==> src/rtl/core/gyro_bias_calibrate_and_scale_defines.svh <==
// Assertion macros for the gyro bias and scaling block
`ifndef GYRO_BIAS_CALIBRATE_AND_SCALE_DEFINES_SVH
`define GYRO_BIAS_CALIBRATE_AND_SCALE_DEFINES_SVH

// same-cycle implication
`define GBCS_ASSERT_IMP(lbl, ante, cons, msg) \
  lbl: assert property (@(posedge clk) disable iff (!rst_n) (ante) |-> (cons)) \
    else $error(msg);

// next-cycle implication
`define GBCS_ASSERT_NXT(lbl, ante, cons, msg) \
  lbl: assert property (@(posedge clk) disable iff (!rst_n) (ante) |=> (cons)) \
    else $error(msg);

`endif

==> src/rtl/core/gbcs_pkg.sv <==
`default_nettype none

package gbcs_pkg;

  typedef enum logic {
    CMD_CAL  = 1'b0,
    CMD_CONV = 1'b1
  } cmd_t;

  localparam int RATE_K = 26;
  localparam logic [18:0] RATE_MUL = 19'(((64'd5 << RATE_K) + 64'd655) / 64'd656);

  localparam int ACC_K = 37;
  localparam logic [36:0] ACC_MUL =
    37'(((64'd1024000 << ACC_K) + 64'd1673468) / 64'd1673469);

  localparam int TMP_K = 23;
  localparam logic [18:0] TMP_MUL = 19'(((64'd1 << TMP_K) + 64'd16) / 64'd17);
  localparam logic signed [18:0] TMP_BIAS = 19'sd62101;

endpackage

`default_nettype wire

==> src/rtl/core/gyro_bias_calibrate_and_scale.sv <==
// Gyro bias calibration and unit scaling for a six-axis IMU sample stream.
// Input channel (in_valid/in_ready) carries a command bit and seven raw signed
// 16-bit words. A calibration transfer accumulates the gyro axes and gives no
// result; every CAL_SAMPLES calibration transfers the offsets are refreshed
// with the truncated mean and the accumulators clear. A convert transfer gives
// one result on the output channel (out_valid/out_ready): bias-corrected gyro
// rates in deg/s, acceleration in 1/1024 m/s^2, temperature in 0.01 degC.
// Path: a convert item waits in the input register; its result is then
// registered once the output register is free and no offset divide runs.
// Throughput: one transfer per cycle when not stalled. A convert item that
// follows the calibration item closing a batch waits in the input register
// while the three-step offset divide pipeline writes new offsets.
// Output stall: a held result stays in the output register; the input
// register keeps one more item; calibration items flow until a convert waits.
// Reset (rst_n low, synchronous): both channels empty, sums, sample count
// and offsets cleared to zero.
`default_nettype none

`include "gyro_bias_calibrate_and_scale_defines.svh"

module gyro_bias_calibrate_and_scale #(
  parameter int CAL_SAMPLES = 50
) (
  input  logic               clk,
  input  logic               rst_n,
  input  logic               in_valid,
  output logic               in_ready,
  input  logic               in_command,
  input  logic signed [15:0] in_gyro_x_raw,
  input  logic signed [15:0] in_gyro_y_raw,
  input  logic signed [15:0] in_gyro_z_raw,
  input  logic signed [15:0] in_accel_x_raw,
  input  logic signed [15:0] in_accel_y_raw,
  input  logic signed [15:0] in_accel_z_raw,
  input  logic signed [15:0] in_temp_raw,
  output logic               out_valid,
  input  logic               out_ready,
  output logic signed [9:0]  out_rate_x_dps,
  output logic signed [9:0]  out_rate_y_dps,
  output logic signed [9:0]  out_rate_z_dps,
  output logic signed [15:0] out_accel_x_scaled,
  output logic signed [15:0] out_accel_y_scaled,
  output logic signed [15:0] out_accel_z_scaled,
  output logic signed [14:0] out_temp_centi_c
);

  localparam int SUM_W  = 16 + $clog2(CAL_SAMPLES);
  localparam int CNT_W  = $clog2(CAL_SAMPLES + 1);
  localparam int DIV_K  = SUM_W - 1 + $clog2(CAL_SAMPLES);
  localparam int PROD_W = 2 * SUM_W;
  localparam logic [SUM_W-1:0] DIV_MUL =
    SUM_W'(((64'd1 << DIV_K) + 64'(CAL_SAMPLES) - 64'd1) / 64'(CAL_SAMPLES));
  localparam logic [CNT_W-1:0] CNT_LAST = CNT_W'(CAL_SAMPLES - 1);

  function automatic logic signed [9:0] gyro_rate(input logic signed [15:0] raw,
                                                  input logic signed [15:0] off);
    logic signed [16:0] d;
    logic [15:0]        mag;
    logic [34:0]        prod;
    logic [9:0]         q;
    d    = $signed({raw[15], raw}) - $signed({off[15], off});
    mag  = d[16] ? 16'(-d) : d[15:0];
    prod = 35'(mag) * 35'(gbcs_pkg::RATE_MUL);
    q    = {1'b0, prod[gbcs_pkg::RATE_K +: 9]};
    gyro_rate = d[16] ? $signed(-q) : $signed(q);
  endfunction

  function automatic logic signed [15:0] accel_scale(input logic signed [15:0] raw);
    logic [15:0] mag;
    logic [52:0] prod;
    logic [15:0] q;
    mag  = raw[15] ? 16'(-raw) : raw;
    prod = 53'(mag) * 53'(gbcs_pkg::ACC_MUL);
    q    = {1'b0, prod[gbcs_pkg::ACC_K +: 15]};
    accel_scale = raw[15] ? $signed(-q) : $signed(q);
  endfunction

  function automatic logic signed [14:0] temp_scale(input logic signed [15:0] raw);
    logic signed [18:0] ext;
    logic signed [18:0] n;
    logic [17:0]        mag;
    logic [36:0]        prod;
    logic [14:0]        q;
    ext  = $signed({{3{raw[15]}}, raw});
    n    = ext + (ext <<< 2) + gbcs_pkg::TMP_BIAS;
    mag  = n[18] ? 18'(-n) : n[17:0];
    prod = 37'(mag) * 37'(gbcs_pkg::TMP_MUL);
    q    = {1'b0, prod[gbcs_pkg::TMP_K +: 14]};
    temp_scale = n[18] ? $signed(-q) : $signed(q);
  endfunction

  logic                     s1_vld_r, s1_vld_nxt;
  gbcs_pkg::cmd_t           s1_cmd_r;
  logic signed [15:0]       s1_gyro_r  [3];
  logic signed [15:0]       s1_accel_r [3];
  logic signed [15:0]       s1_temp_r;

  logic                     out_valid_r, out_valid_nxt;
  logic signed [9:0]        out_rate_r  [3];
  logic signed [15:0]       out_accel_r [3];
  logic signed [14:0]       out_temp_r;

  logic signed [SUM_W-1:0]  sum_r [3];
  logic signed [SUM_W-1:0]  sum_nxt [3];
  logic signed [SUM_W-1:0]  sum_add [3];
  logic [CNT_W-1:0]         cnt_r, cnt_nxt;

  logic                     div_a_vld_r, div_b_vld_r;
  logic signed [SUM_W-1:0]  div_sum_r [3];
  logic [SUM_W-1:0]         div_mag   [3];
  logic [PROD_W-1:0]        div_prod  [3];
  logic [15:0]              div_q_r   [3];
  logic                     div_neg_r [3];
  logic signed [15:0]       offset_r   [3];
  logic signed [15:0]       offset_nxt [3];

  logic in_xfer, out_free, div_busy, s1_go, cal_go, conv_go, cal_last;

  assign in_xfer  = in_valid && in_ready;
  assign out_free = !out_valid_r || out_ready;
  assign div_busy = div_a_vld_r || div_b_vld_r;
  assign s1_go    = s1_vld_r &&
                    ((s1_cmd_r == gbcs_pkg::CMD_CAL) || (!div_busy && out_free));
  assign cal_go   = s1_go && (s1_cmd_r == gbcs_pkg::CMD_CAL);
  assign conv_go  = s1_go && (s1_cmd_r == gbcs_pkg::CMD_CONV);
  assign cal_last = (cnt_r == CNT_LAST);
  assign in_ready = !s1_vld_r || s1_go;

  assign s1_vld_nxt    = in_xfer || (s1_vld_r && !s1_go);
  assign out_valid_nxt = conv_go || (out_valid_r && !out_ready);

  always_comb begin
    cnt_nxt = cnt_r;
    if (cal_go) begin
      cnt_nxt = cal_last ? '0 : cnt_r + CNT_W'(1);
    end
    for (int i = 0; i < 3; i++) begin
      sum_add[i]  = sum_r[i] + SUM_W'(s1_gyro_r[i]);
      sum_nxt[i]  = sum_r[i];
      if (cal_go) begin
        sum_nxt[i] = cal_last ? '0 : sum_add[i];
      end
      div_mag[i]  = div_sum_r[i][SUM_W-1] ? SUM_W'(-div_sum_r[i]) : div_sum_r[i];
      div_prod[i] = PROD_W'(div_mag[i]) * PROD_W'(DIV_MUL);
      offset_nxt[i] = offset_r[i];
      if (div_b_vld_r) begin
        offset_nxt[i] = div_neg_r[i] ? $signed(-div_q_r[i]) : $signed(div_q_r[i]);
      end
    end
  end

  always_ff @(posedge clk) begin
    if (!rst_n) begin
      s1_vld_r    <= 1'b0;
      out_valid_r <= 1'b0;
      cnt_r       <= '0;
      div_a_vld_r <= 1'b0;
      div_b_vld_r <= 1'b0;
      for (int i = 0; i < 3; i++) begin
        sum_r[i]    <= '0;
        offset_r[i] <= '0;
      end
    end else begin
      s1_vld_r    <= s1_vld_nxt;
      out_valid_r <= out_valid_nxt;
      cnt_r       <= cnt_nxt;
      div_a_vld_r <= cal_go && cal_last;
      div_b_vld_r <= div_a_vld_r;
      for (int i = 0; i < 3; i++) begin
        sum_r[i]    <= sum_nxt[i];
        offset_r[i] <= offset_nxt[i];
      end
    end
  end

  always_ff @(posedge clk) begin
    if (in_xfer) begin
      s1_cmd_r      <= gbcs_pkg::cmd_t'(in_command);
      s1_gyro_r[0]  <= in_gyro_x_raw;
      s1_gyro_r[1]  <= in_gyro_y_raw;
      s1_gyro_r[2]  <= in_gyro_z_raw;
      s1_accel_r[0] <= in_accel_x_raw;
      s1_accel_r[1] <= in_accel_y_raw;
      s1_accel_r[2] <= in_accel_z_raw;
      s1_temp_r     <= in_temp_raw;
    end
    if (conv_go) begin
      for (int i = 0; i < 3; i++) begin
        out_rate_r[i]  <= gyro_rate(s1_gyro_r[i], offset_r[i]);
        out_accel_r[i] <= accel_scale(s1_accel_r[i]);
      end
      out_temp_r <= temp_scale(s1_temp_r);
    end
    for (int i = 0; i < 3; i++) begin
      if (cal_go && cal_last) begin
        div_sum_r[i] <= sum_add[i];
      end
      if (div_a_vld_r) begin
        div_q_r[i]   <= div_prod[i][DIV_K +: 16];
        div_neg_r[i] <= div_sum_r[i][SUM_W-1];
      end
    end
  end

  assign out_valid          = out_valid_r;
  assign out_rate_x_dps     = out_rate_r[0];
  assign out_rate_y_dps     = out_rate_r[1];
  assign out_rate_z_dps     = out_rate_r[2];
  assign out_accel_x_scaled = out_accel_r[0];
  assign out_accel_y_scaled = out_accel_r[1];
  assign out_accel_z_scaled = out_accel_r[2];
  assign out_temp_centi_c   = out_temp_r;

  `GBCS_ASSERT_IMP(a_conv_after_offsets, conv_go, !div_busy, "convert overtook offsets")
  `GBCS_ASSERT_NXT(a_batch_closes, cal_go && cal_last, div_a_vld_r && cnt_r == '0, "batch open")
  `GBCS_ASSERT_NXT(a_cal_no_result, cal_go && !out_valid_r, !out_valid_r, "cal gave result")
  `GBCS_ASSERT_IMP(a_rate, out_valid_r, out_rate_r[0] < 500 && out_rate_r[0] > -500, "bad rate")

endmodule

`default_nettype wire

==> config.mk <==
export PLATFORM = sky130hd
export DESIGN_NAME = gyro_bias_calibrate_and_scale
export DESIGN_NICKNAME = d
export VERILOG_FILES = /design/src/rtl/core/gbcs_pkg.sv /design/src/rtl/core/gyro_bias_calibrate_and_scale.sv
export VERILOG_INCLUDE_DIRS = /design/src /design/src/rtl/core
export SDC_FILE = /design/constraint.sdc
export NUM_CORES = 2
export LEC_CHECK = 0
export ABC_AREA = 1
export BUFFER_PORTS_ARGS = -buffer_cell sky130_fd_sc_hd__buf_2
export CAP_MARGIN = 20
export CORE_MARGIN = 5
export CORE_UTILIZATION = 35
export CTS_BUF_LIST = sky130_fd_sc_hd__clkbuf_8
export CTS_CLUSTER_DIAMETER = 40
export DETAILED_ROUTE_END_ITERATION = 6
export MAX_ROUTING_LAYER = met4
export PLACE_DENSITY = 0.57
export SLEW_MARGIN = 20
export SYNTH_ARGS = -nofsm -noshare
export SYNTH_HDL_FRONTEND = slang
export SYNTH_SLANG_ARGS = --single-unit
==> constraint.sdc <==
create_clock -name clk -period 9 [get_ports clk]
set_clock_uncertainty 0.1 [all_clocks]
set_input_delay 1.35 -clock clk [delete_from_list [all_inputs] [get_ports clk]]
set_output_delay 1.35 -clock clk [all_outputs]
set_load 0.01 [all_outputs]
==> impl_metrics.csv <==
group,metric,value,unit
floorplanning,rows,197,
hold_path,hp-start,"sum_r[0][20]$_SDFFE_PN0P_",
sta,drv_slew,0,
route,wl_per_cell,17.4,um
sta,hold_viol,0,
global_routing,gr-total-overflow,0,
global_routing,grt_max_degree,78,
placed_design,place_inst,15600,
hold_path,min_to,"sum_r[0][20]$_SDFFE_PN0P_",
synth,syn_inst,11500,
floorplanning,die-area,301000,um^2
sta,layout_setup_ws,505,ps
setup_path,crit_fanout,7,
synth,synth_edf_count,323,
setup_path,critical_path_required,9510,ps
placed_design,place.gp.congestion,0.967,
synth,synth.avg_cell_area,8.79,um^2
clock_tree,clock_path_buffers,4,
floorplanning,core,288000,um^2
setup_path,crit_arrival,9010,ps
synth,async_flop_share,0,%
hold_path,hold_depth,2,
clock_tree,clock-root-buffer,"clkbuf_8",
sta,tightest_slew,1070,ps
clock_tree,postCtsHoldBufs,0,
synth,ys_seq_elements,447,
synth,syn_area,101000,um^2
finish,postLayoutCoreUtil,38.4,%
setup_path,worstReg2RegStart,"div_sum_r[0][44]$_DFFE_PP_",
finish,fin_nets,15500,
finish,drive_gt1_share,6.39,%
clock_tree,clkSinkCount,447,
global_routing,grt_pass1_wl,441,mm
synth,synthFlopType,"edfxtp_1",
route,drtAntennaViolNets,0,
route,drc,0,
synth,yosysSeqAreaShare,12.0,%
route,first_iter_violations,4012,
clock_tree,tritoncts,"built",
route,routed_via_density,4.76,
sta,post-route-min-period,8500,ps
clock_tree,numCtsBuffers,107,
sta,fmax,118,MHz
synth,synth.distinct_cells,69,
setup_path,path_class,"reg -> reg",
hold_path,worstHoldPathType,"reg -> reg",
setup_path,cp_slowest_cell,"fa_1",
job,maxCapViolCount,0,
clock_tree,htreeDepth,3,
global_routing,track_usage,19.0,%
global_routing,antenna_found_initial,7,
sta,setup_viol,0,
placed_design,portBuffers,211,
setup_path,cp-end-kind,"flip-flop",
clock_tree,clk_pin_slew,50,ps
floorplanning,initial_core_util,35.2,%
sta,slew_headroom,28.6,%
synth,yosys_warnings,0,
floorplanning,ios,212,
finish,syn_to_final_growth,9.19,%
setup_path,slowest_delay,550,ps
clock_tree,worstSkewPairLatency,950,ps
sta,fin_crit_sh,94.4,%
sta,setup_tns,0,ps
floorplanning,die_y,548,um
setup_path,r2r_end,"div_q_r[0][47]$_DFFE_PP_",
placed_design,hpwlAfterDp,243,mm
synth,synth_fp_nets,15100,
route,drt-total-wl,275,mm
setup_path,crit_top_cell,"fa_1",
setup_path,worstSetupStartpointType,"flip-flop",
route,dr.pass1.iters,6,
run_status,status,"finished, final reports clean",
route,vias,75300,
placed_design,dpl_worst_slack,261,ps
global_routing,grt_pass1_vias,79200,
finish,finalNonFillerCells,15800,
floorplanning,die_x,548,um
setup_path,rrSetupSlack,500,ps
setup_path,r2r_cells,29,
[Yosys cell counts (all sizes together) (6+ instances only)]
library cell	count	area (um^2)
and3	13	81.3
o21bai	31	233
dfxtp	124	2480
xor2	326	2900
a21oi	680	3430
o21ai	386	1960
o2111ai	9	78.8
nor4	44	303
o221ai	27	236
a21boi	15	124
o31ai	22	165
nor2	643	2460
nand3b	28	210
edfxtp	323	9700
a31oi	59	375
a21o	29	218
buf	8	41.3
ha	2036	25500
o21a	41	308
a221oi	12	105
xnor2	132	1250
nand2	1525	5840
fa	1442	28900
nand4	78	488
a211oi	14	105
nor3	128	656
or2	45	284
clkbuf	53	199
o211ai	24	180
inv	2936	11000
and2	6	37.5
nand3	278	1450
[metrics by stage]
stage	hold slack (ps)	instance area [um^2]
after floorplan	324	101000
after global routing	386	111000
final	369	111000
after CTS	327	110000
after detailed placement	357	108000
after global placement	354	108000
[kinds of logic after synthesis]
logic type	synth area share [%]
adder cells (fa/ha/maj)	53.5
buffers and inverters	11.1
AND/OR/NAND/NOR	11.7
AO/OA/AOI/OAI	7.56
XOR/XNOR	4.09
flip-flops	12.0
[worst max-delay path: cells and delay by family (launching register included)]
family | cells | cell delay (ps)
fa+ha+maj | 9 | 3750
compound gates | 8 | 1880
xor+xnor | 2 | 440
flops | 1 | 450
buf+inv | 4 | 520
simple gates | 6 | 1110
[what timing repair did]
| item | 4_1_cts | 5_1_grt |
|---|---|---|
| gates resized for setup | 0 | 67 |
| setup buffers | 0 | 11 |
| endpoints found under the setup margin | 0 | 53 |
[routing by layer]
layer	GRT usage (%)	routed length, um	vias to the layer above
li1	-	-	37400
met1	25.4	129000	36200
met2	31.0	127000	1387
met3	1.99	11600	303
met4	4.79	7720	0
met5	-	0	-
[cell type report]
class / count / area [um^2]
repair buffers: 359 / 2190
well taps: 3781 / 4730
diodes: 2 / 5.00
multi-input cells: 8097 / 78400
fillers: 29500 / 178000
inverters: 2939 / 11000
clock buffers: 113 / 1560
clock inverters: 84 / 733
flip-flops and latches: 447 / 12200
[layout by cell type (no fill, tap or decap), types with 14 or more instances in the layout]
master / netlist / routed
nand3b_1: 28 / 28
nand3_1: 266 / 266
o21ai_0: 355 / 351
o221ai_1: 27 / 26
clkbuf_8: 0 / 113
a21oi_1: 673 / 670
edfxtp_1: 323 / 323
xnor2_2: 12 / 22
xor2_2: 6 / 21
or2_2: 41 / 41
clkinv_2: 0 / 18
inv_1: 2918 / 2927
inv_2: 18 / 26
buf_4: 1 / 147
nor2_2: 15 / 17
a21o_1: 29 / 29
xor2_1: 320 / 304
o31ai_1: 22 / 21
nand2_2: 35 / 36
a211oi_1: 14 / 14
fa_1: 1442 / 1441
xnor2_1: 120 / 110
nor2_1: 627 / 623
o21ai_1: 24 / 28
a31oi_1: 58 / 57
nand4_1: 78 / 78
nand2_1: 1486 / 1483
buf_2: 0 / 210
nor3_1: 125 / 122
o21a_1: 41 / 41
ha_1: 2036 / 2035
dfxtp_1: 124 / 122
o21bai_1: 31 / 31
clkinv_4: 0 / 18
o211ai_1: 24 / 24
nor4_1: 41 / 38
[worst max-delay path by stage]
| stage | cells after the start | endpoint | from | slack, ps |
|---|---|---|---|---|
| after global placement | 30 | div_q_r[0][13]$_DFFE_PP_ | div_sum_r[0][0]$_DFFE_PP_ | 330 |
| after detailed placement | 40 | out_temp_centi_c[10]$_DFFE_PP_ | s1_temp_r[15]$_DFFE_PP_ | 260 |
| after floorplan | 43 | out_temp_centi_c[10]$_DFFE_PP_ | s1_temp_r[15]$_DFFE_PP_ | 920 |
| after global routing | 36 | out_accel_r[0][30]$_DFFE_PP_ | s1_accel_r[0][16]$_DFFE_PP_ | -50 |
| final | 29 | div_q_r[0][47]$_DFFE_PP_ | div_sum_r[0][44]$_DFFE_PP_ | 500 |
| after CTS | 43 | out_temp_centi_c[9]$_DFFE_PP_ | s1_temp_r[4]$_DFFE_PP_ | 230 |
[registers in the layout, indices dropped and copies added (netlist names), 15 cells and up]
| signal | count |
|---|---|
| sum_r | 66 |
| div_q_r | 48 |
| div_sum_r | 66 |
| out_temp_centi_c | 15 |
| out_accel_r | 48 |
| s1_accel_r | 48 |
| s1_gyro_r | 48 |
| s1_temp_r | 16 |
| out_rate_r | 30 |
| offset_r | 48 |
Power is not shown: default switching activity piles up to over one toggle a cycle in this logic, so the estimate is an artifact.
